File: config.mk
export PLATFORM = sky130hd
export DESIGN_NAME = timed_crossfade_blend_core
export DESIGN_NICKNAME = d
export VERILOG_FILES = /design/src/design/tcb_pkg.sv /design/src/design/tcb_div.sv /design/src/design/tcb_blend.sv /design/src/design/timed_crossfade_blend_core.sv
export SDC_FILE = /design/constraint.sdc
export NUM_CORES = 2
export LEC_CHECK = 0
export BUFFER_PORTS_ARGS = -buffer_cell sky130_fd_sc_hd__buf_2
export CORE_MARGIN = 10
export CORE_UTILIZATION = 45
export DETAILED_ROUTE_END_ITERATION = 10
export GPL_TIMING_DRIVEN = 0
export HOLD_SLACK_MARGIN = 0.02
export PLACE_DENSITY = 0.56
export SYNTH_ARGS = -nofsm -noshare
export SYNTH_HDL_FRONTEND = slang
export SYNTH_SLANG_ARGS = --single-unit
export TNS_END_PERCENT = 30
File: constraint.sdc
create_clock -name clk -period 11.2 [get_ports clk]
set_input_delay 0 -clock clk [delete_from_list [all_inputs] [get_ports clk]]
set_output_delay 0 -clock clk [all_outputs]
set_load 0.01 [all_outputs]
File: src/design/tcb_pkg.sv
// ----------------------------------------------------------------------------
// tcb_pkg
// Shared types and constants of the timed crossfade blend core.
// ----------------------------------------------------------------------------
package tcb_pkg;

	localparam int FXP_RES    = 14;
	localparam int CFG_ADDR_W = 3;
	localparam int CFG_DATA_W = 31;
	localparam int S_DATA_W   = 112;
	localparam int M_DATA_W   = 48;

	typedef enum logic [CFG_ADDR_W-1:0] {
		REG_START_INDEX   = 3'd0,
		REG_CLAIM_COUNT   = 3'd1,
		REG_TAG_LENGTH    = 3'd2,
		REG_FADE_DURATION = 3'd3,
		REG_LAYER_ALPHA   = 3'd4
	} cfg_reg_t;

	typedef struct packed {
		logic signed [32:0] diff;
		logic signed [31:0] bg;
		logic [15:0]        index;
		logic               done;
	} tcb_item_t;

endpackage

File: src/design/tcb_div.sv
// ----------------------------------------------------------------------------
// tcb_div
// Pipelined restoring divider: one quotient bit per stage, elapsed/duration.
// ----------------------------------------------------------------------------
module tcb_div #(
	parameter int FRAC_BITS = tcb_pkg::FXP_RES
) (
	input  logic                  clk,
	input  logic                  arst_n,
	input  logic [30:0]           divisor,
	input  logic                  in_valid,
	output logic                  in_ready,
	input  tcb_pkg::tcb_item_t    in_item,
	input  logic [30:0]           in_rem,
	output logic                  out_valid,
	input  logic                  out_ready,
	output tcb_pkg::tcb_item_t    out_item,
	output logic [FRAC_BITS-1:0]  out_quo
);
	import tcb_pkg::*;

	logic                 vld_sk  [FRAC_BITS];
	tcb_item_t            item_sk [FRAC_BITS];
	logic [30:0]          rem_sk  [FRAC_BITS];
	logic [FRAC_BITS-1:0] quo_sk  [FRAC_BITS];
	logic [FRAC_BITS-1:0] rdy;

	for (genvar k = 0; k < FRAC_BITS; k++) begin : g_stage
		logic                 prv_v;
		tcb_item_t            prv_item;
		logic [30:0]          prv_rem;
		logic [FRAC_BITS-1:0] prv_quo;
		logic                 nxt_rdy;
		logic [31:0]          dbl;
		logic                 ge;
		logic [30:0]          rem_nx;
		logic [FRAC_BITS-1:0] quo_nx;

		if (k == 0) begin : g_first
			assign prv_v    = in_valid;
			assign prv_item = in_item;
			assign prv_rem  = in_rem;
			assign prv_quo  = '0;
		end else begin : g_next
			assign prv_v    = vld_sk[k-1];
			assign prv_item = item_sk[k-1];
			assign prv_rem  = rem_sk[k-1];
			assign prv_quo  = quo_sk[k-1];
		end

		if (k == FRAC_BITS - 1) begin : g_last
			assign nxt_rdy = out_ready;
		end else begin : g_mid
			assign nxt_rdy = rdy[k+1];
		end

		assign rdy[k] = !vld_sk[k] || nxt_rdy;
		assign dbl    = {prv_rem, 1'b0};
		assign ge     = dbl >= {1'b0, divisor};
		assign rem_nx = ge ? 31'(dbl - {1'b0, divisor}) : dbl[30:0];
		assign quo_nx = {prv_quo[FRAC_BITS-2:0], ge};

		always_ff @(posedge clk or negedge arst_n) begin
			if (!arst_n) begin
				vld_sk[k] <= 1'b0;
			end else if (rdy[k]) begin
				vld_sk[k] <= prv_v;
			end
		end

		always_ff @(posedge clk) begin
			if (rdy[k] && prv_v) begin
				item_sk[k] <= prv_item;
				rem_sk[k]  <= rem_nx;
				quo_sk[k]  <= quo_nx;
			end
		end
	end

	assign in_ready  = rdy[0];
	assign out_valid = vld_sk[FRAC_BITS-1];
	assign out_item  = item_sk[FRAC_BITS-1];
	assign out_quo   = quo_sk[FRAC_BITS-1];

endmodule

File: src/design/tcb_blend.sv
// ----------------------------------------------------------------------------
// tcb_blend
// Alpha scaling, blend multiply, sum, truncation toward zero and saturation.
// ----------------------------------------------------------------------------
module tcb_blend #(
	parameter int FRAC_BITS = tcb_pkg::FXP_RES
) (
	input  logic                 clk,
	input  logic                 arst_n,
	input  logic [14:0]          alpha,
	input  logic                 in_valid,
	output logic                 in_ready,
	input  tcb_pkg::tcb_item_t   in_item,
	input  logic [FRAC_BITS-1:0] in_quo,
	output logic                 out_valid,
	input  logic                 out_ready,
	output logic [31:0]          blended,
	output logic [15:0]          target_index,
	output logic                 fade_complete
);
	import tcb_pkg::*;

	localparam int FAD_W = FRAC_BITS + 1;
	localparam int APR_W = FAD_W + 15;
	localparam int SUM_W = ((FRAC_BITS + 32 > 48) ? FRAC_BITS + 32 : 48) + 1;
	localparam int ONE_M1 = (1 << FRAC_BITS) - 1;
	localparam logic signed [SUM_W-1:0] RND = SUM_W'(ONE_M1);

	logic rdy1, rdy2, rdy3, rdy4;

	// s1: fade factor times alpha
	logic                vld_s1;
	tcb_item_t           item_s1;
	logic [APR_W-1:0]    aprod_s1;
	logic [FAD_W-1:0]    fader;

	// s2: difference times scaled factor
	logic                vld_s2;
	logic signed [48:0]  wprod_s2;
	logic signed [31:0]  bg_s2;
	logic [15:0]         index_s2;
	logic                done_s2;
	logic [14:0]         fa;

	// s3: full-precision blend sum
	logic                vld_s3;
	logic signed [SUM_W-1:0] sum_s3;
	logic [15:0]         index_s3;
	logic                done_s3;

	// s4: output word
	logic                vld_s4;
	logic [31:0]         blended_s4;
	logic [15:0]         index_s4;
	logic                done_s4;
	logic signed [SUM_W-1:0] adj;
	logic signed [SUM_W-1:0] shq;
	logic [SUM_W-32:0]   hi;
	logic [31:0]         res;

	assign rdy4     = !vld_s4 || out_ready;
	assign rdy3     = !vld_s3 || rdy4;
	assign rdy2     = !vld_s2 || rdy3;
	assign rdy1     = !vld_s1 || rdy2;
	assign in_ready = rdy1;

	assign fader = in_item.done ? FAD_W'(1 << FRAC_BITS) : {1'b0, in_quo};
	assign fa    = aprod_s1[FRAC_BITS +: 15];
	assign adj   = sum_s3 + (sum_s3[SUM_W-1] ? RND : SUM_W'(0));
	assign shq   = adj >>> FRAC_BITS;
	assign hi    = shq[SUM_W-1:31];
	assign res   = (&hi || ~|hi) ? shq[31:0] : (hi[SUM_W-32] ? 32'h8000_0000 : 32'h7FFF_FFFF);

	always_ff @(posedge clk or negedge arst_n) begin
		if (!arst_n) begin
			vld_s1 <= 1'b0;
			vld_s2 <= 1'b0;
			vld_s3 <= 1'b0;
			vld_s4 <= 1'b0;
		end else begin
			if (rdy1) vld_s1 <= in_valid;
			if (rdy2) vld_s2 <= vld_s1;
			if (rdy3) vld_s3 <= vld_s2;
			if (rdy4) vld_s4 <= vld_s3;
		end
	end

	always_ff @(posedge clk) begin
		if (rdy1 && in_valid) begin
			item_s1  <= in_item;
			aprod_s1 <= APR_W'(fader) * APR_W'(alpha);
		end
		if (rdy2 && vld_s1) begin
			wprod_s2 <= item_s1.diff * $signed({1'b0, fa});
			bg_s2    <= item_s1.bg;
			index_s2 <= item_s1.index;
			done_s2  <= item_s1.done;
		end
		if (rdy3 && vld_s2) begin
			sum_s3   <= (SUM_W'(bg_s2) <<< FRAC_BITS) + SUM_W'(wprod_s2);
			index_s3 <= index_s2;
			done_s3  <= done_s2;
		end
		if (rdy4 && vld_s3) begin
			blended_s4 <= res;
			index_s4   <= index_s3;
			done_s4    <= done_s3;
		end
	end

	assign out_valid     = vld_s4;
	assign blended       = blended_s4;
	assign target_index  = index_s4;
	assign fade_complete = done_s4;

endmodule

File: src/design/timed_crossfade_blend_core.sv
// ----------------------------------------------------------------------------
// timed_crossfade_blend_core
// Timed fixed-point crossfade of a layer element over a background element.
// ----------------------------------------------------------------------------
// Pipeline: one check stage, one divider stage per quotient bit, four blend stages.
// Throughput: one word per cycle while m_axis_tready holds; the divider stages set the depth.
// Reset clears all valid bits and config; layer_alpha resets to one.
module timed_crossfade_blend_core #(
	parameter int FRAC_BITS = tcb_pkg::FXP_RES
) (
	input  logic                           clk,
	input  logic                           arst_n,
	input  logic                           cfg_we,
	input  logic [tcb_pkg::CFG_ADDR_W-1:0] cfg_addr,
	input  logic [tcb_pkg::CFG_DATA_W-1:0] cfg_wdata,
	input  logic                           s_axis_tvalid,
	output logic                           s_axis_tready,
	// elapsed_ms[30:0], background[62:31], foreground[94:63], element_offset[110:95]
	input  logic [tcb_pkg::S_DATA_W-1:0]   s_axis_tdata,
	output logic                           m_axis_tvalid,
	input  logic                           m_axis_tready,
	// blended[31:0], target_index[47:32]
	output logic [tcb_pkg::M_DATA_W-1:0]   m_axis_tdata,
	// fade_complete[0]
	output logic [0:0]                     m_axis_tuser
);
	import tcb_pkg::*;

	localparam int ALPHA_ONE = (1 << FRAC_BITS) & 32'h7FFF;

	logic [15:0] start_index_q;
	logic [15:0] claim_count_q;
	logic [15:0] tag_length_q;
	logic [30:0] fade_duration_q;
	logic [14:0] layer_alpha_q;

	always_ff @(posedge clk or negedge arst_n) begin
		if (!arst_n) begin
			start_index_q   <= '0;
			claim_count_q   <= '0;
			tag_length_q    <= '0;
			fade_duration_q <= '0;
			layer_alpha_q   <= 15'(ALPHA_ONE);
		end else if (cfg_we) begin
			unique case (cfg_reg_t'(cfg_addr))
				REG_START_INDEX:   start_index_q   <= cfg_wdata[15:0];
				REG_CLAIM_COUNT:   claim_count_q   <= cfg_wdata[15:0];
				REG_TAG_LENGTH:    tag_length_q    <= cfg_wdata[15:0];
				REG_FADE_DURATION: fade_duration_q <= cfg_wdata;
				REG_LAYER_ALPHA:   layer_alpha_q   <= cfg_wdata[14:0];
				default: ;
			endcase
		end
	end

	// front check stage
	logic [30:0]        elapsed;
	logic signed [31:0] bg;
	logic signed [31:0] fg;
	logic [15:0]        offset;
	logic [16:0]        mapped;
	logic               keep;
	tcb_item_t          item;

	assign elapsed = s_axis_tdata[30:0];
	assign bg      = s_axis_tdata[62:31];
	assign fg      = s_axis_tdata[94:63];
	assign offset  = s_axis_tdata[110:95];
	assign mapped  = {1'b0, start_index_q} + {1'b0, offset};
	assign keep    = (offset < claim_count_q) && (mapped < {1'b0, tag_length_q});

	always_comb begin
		item.diff  = 33'(fg) - 33'(bg);
		item.bg    = bg;
		item.index = mapped[15:0];
		item.done  = elapsed >= fade_duration_q;
	end

	logic        vld_s1;
	tcb_item_t   item_s1;
	logic [30:0] rem_s1;
	logic        div_ready;

	assign s_axis_tready = !vld_s1 || div_ready;

	always_ff @(posedge clk or negedge arst_n) begin
		if (!arst_n) begin
			vld_s1 <= 1'b0;
		end else if (s_axis_tready) begin
			vld_s1 <= s_axis_tvalid && keep;
		end
	end

	always_ff @(posedge clk) begin
		if (s_axis_tready && s_axis_tvalid) begin
			item_s1 <= item;
			rem_s1  <= elapsed;
		end
	end

	logic                 div_valid;
	logic                 blend_ready;
	tcb_item_t            div_item;
	logic [FRAC_BITS-1:0] div_quo;

	tcb_div #(
		.FRAC_BITS(FRAC_BITS)
	) u_div (
		.clk       (clk),
		.arst_n    (arst_n),
		.divisor   (fade_duration_q),
		.in_valid  (vld_s1),
		.in_ready  (div_ready),
		.in_item   (item_s1),
		.in_rem    (rem_s1),
		.out_valid (div_valid),
		.out_ready (blend_ready),
		.out_item  (div_item),
		.out_quo   (div_quo)
	);

	logic [31:0] blended;
	logic [15:0] target_index;
	logic        fade_complete;

	tcb_blend #(
		.FRAC_BITS(FRAC_BITS)
	) u_blend (
		.clk           (clk),
		.arst_n        (arst_n),
		.alpha         (layer_alpha_q),
		.in_valid      (div_valid),
		.in_ready      (blend_ready),
		.in_item       (div_item),
		.in_quo        (div_quo),
		.out_valid     (m_axis_tvalid),
		.out_ready     (m_axis_tready),
		.blended       (blended),
		.target_index  (target_index),
		.fade_complete (fade_complete)
	);

	assign m_axis_tdata = {target_index, blended};
	assign m_axis_tuser = fade_complete;

endmodule

==> metrics <==
status complete, no violations; Async SR Flop Fraction 0.0516; PortBufs 200; most used routing layer met2; post-cts sizing count 0; Initial Util 0.453; final period utilization 0.782; EDFF count, synth 2,079; crit start category flop; Post-Syn Instances 9,320; shortest period the worst path allows 8.76 ns; Hold/Removal Path Class primary input to flop; Vias around 73,000; top cells by count, synth edfxtp_1, inv_1, ha_1; Post-route DRC 0; Core ar. between 200,000 and 300,000 um2; H-tree lvl count 4; vias in the first global route between 70,000 and 80,000; initial drt markers between 4,000 and 5,000; crit path DAT ~9.4 ns; Worst-Skew Late Latency 0.91 ns; Sequential Area 65,300 um2; Worst EP required ~12 ns; layout net count ~12,000; Yosys top cell by area edfxtp_1; final worst slack ~2.4 ns; initial antenna violation count 29; multiplexer area fraction after synthesis 0.0211; pin count of the biggest net entering global routing 83; Setup violations, final 0; die width roughly 540 um; post-synthesis xor/xnor area fraction 0.0375; Syn Area/Cell roughly 13 um2; Slew Viols, Final 0; dpl ws between 2 and 2.5 ns; Crit Path Class flop to flop; RSZ-0062 raised after global routing no; Primary FF master, synth edfxtp_1; Rel. slew slack 0.0539; post-synthesis cell type count a little under 90; setup TNS 0 ns; met1 Use GR 0.296; first-pass GRT wire length 461,000 um; die area ~290,000 um2; Via density about 5.3; simple-gate area share of the yosys netlist 0.0821; drt first pass iters 6; Synth Net Count ~11,000; routability congestion estimate about 0.93; main combinational cell family by area after synthesis adder cells; compound-cell area share of the yosys netlist 0.0905; total congestion overflow 0; Multi-input gate area ~51,000 um2; met2 Use GR 0.329; CTS sink count 2,192; area delta synth->final 14.2%; layout cells sized above 1 0.0878; Fmax approximately 110 MHz; mapped cell area roughly 120,000 um2; die outline height between 500 and 600 um; Setup Skew approximately 0.1 ns; Fin. Hold Viols 0; Worst-path clk slew ~0.06 ns; # fillers ~23,000; Area contributors post-synth edfxtp_1, fa_1, ha_1; Seq/Total Area, Yosys 0.542; R2R setup slack about 2.4 ns; met3 Track Usage GR 0.0286; total CTS buffers about 240; Synth Area in Adders 0.190; Critical Path End Type flop; antenna-violating nets left 0; Clock Path Buffers 4; Worst-Margin Slew around 1.4 ns; top-count cell post-synth edfxtp_1; gr usage total 0.206; Ys Warns 0; CTS tree built; Top Ports about 200; Clk Tree Root Cell clkbuf_16; flops & latches, synth about 2,200; Max Cap Viol 0; top-area cell type share of the netlist area 0.519; WL final 297,000 um; dpl hpwl between 200,000 and 250,000 um; peak fanout along the critical path 10; num rows 189; wire per inst 21.5 um
repair_timing:
action | 4_1_cts | 5_1_grt
setup endpoints to repair | 0 | 0
hold endpoints to repair | 360 | 0
hold buffers | 280 | 0
buffers inserted | 0 | 0
path summary, 6_finish.rpt:
| kind | startpoint | to | depth (start not counted) |
|---|---|---|---|
| min in group asynchronous | arst_n | fade_duration_q[27]$_DFFE_PN0P_ | 4 |
| worst max register to register | u_blend.aprod_s1[26]$_DFFE_PP_ | u_blend.wprod_s2[48]$_DFFE_PP_ | 22 |
| worst min-delay path | cfg_wdata[10] | tag_length_q[10]$_DFFE_PN0P_ | 4 |
| worst min register to register | item_s1[4]$_DFFE_PP_ | u_div.item_sk[0][4]$_DFFE_PP_ | 0 |
| max in group asynchronous | arst_n | u_blend.out_valid$_DFFE_PN0P_ | 5 |
| worst max-delay path | u_blend.aprod_s1[26]$_DFFE_PP_ | u_blend.wprod_s2[48]$_DFFE_PP_ | 22 |
cell type report:
type	instances	share of cell area
plain buffers	208	0.00609
well taps	3533	0.0321
multi-input cells	5963	0.369
flip-flops and latches	2192	0.474
inverters	957	0.0261
clock inverters	145	0.0103
repair buffers	531	0.0365
clock buffers	284	0.0448
diodes	10	0.000182
cells in the final DEF (no fill, tap or decap), drive strengths merged, types with 34 or more instances in the layout:
cell type,count
a211oi,48
and2,349
edfxtp,2079
inv,968
o21ai,440
buf,282
a31oi,53
and3,51
nand3,95
o21a,96
clkinv,94
nor2b,100
fa,648
o21bai,62
mux2,210
dlygate4sd3,279
clkbuf,462
a21oi,519
ha,792
nand2b,77
dfrtp,112
xnor2,322
xor2,193
nor2,346
nor3,67
nand2,780
o31ai,34
a21o,285
nand4,69
layer usage:
| metal | wire, um | vias up |
|---|---|---|
| li1 | - | 34613 |
| met1 | 138000 | 36573 |
| met2 | 134000 | 1800 |
| met3 | 15500 | 461 |
| met4 | 8400 | 2 |
| met5 | 16 | - |
state kept, by name (all words and copies together) (netlist names), 15 cells and up:
signal / cells
fade_duration_q: 31
u_blend.wprod_s2: 49
u_div.rem_sk: 403
u_blend.aprod_s1: 15
tag_length_q: 16
u_div.item_sk: 1148
u_blend.item_s1: 82
u_blend.index_s2: 16
u_blend.bg_s2: 32
u_blend.target_index: 16
layer_alpha_q: 15
u_div.quo_sk: 105
claim_count_q: 16
start_index_q: 16
u_blend.blended: 32
u_blend.sum_s3: 49
u_blend.index_s3: 16
item_s1: 82
rem_s1: 31
kinds of logic (layout without fill, tap and decap cells):
family,count (synthesis),count (layout)
xor+xnor,515,515
mux,227,227
simple gates,2043,2043
fa+ha+maj,1440,1440
flops,2192,2192
compound gates,1738,1738
other cells,0,10
buf+inv,1165,2125
critical path, cell delays in order, from the launching register on:
cell	delay, ns
edfxtp_1	0.76
clkbuf_1	0.82
nand2_1	0.18
fa_1	0.58
inv_1	0.05
fa_1	0.47
fa_1	0.52
fa_1	0.56
fa_1	0.55
inv_1	0.05
fa_1	0.59
inv_1	0.06
ha_1	0.34
nor2b_1	0.22
o21ai_0	0.19
a211oi_1	0.39
o41ai_1	0.21
a211oi_1	0.38
a31oi_1	0.17
a211o_1	0.34
or4_1	0.56
a311o_1	0.35
xnor2_1	0.15
per-stage QoR:
step                utilization  cell area [um2]  instances  hold WS, ns
finish                    0.517           138000      13823       0.0993
detailed placement        0.478           127000      13104      -0.0918
global placement          0.473           126000      13053        0.194
global route              0.517           138000      13815       0.0571
floorplan                     -           120000       9320       -0.296
CTS                       0.517           138000      13813       0.0204
Power is not shown: default switching activity piles up to over one toggle a cycle in this logic, so the estimate is an artifact.
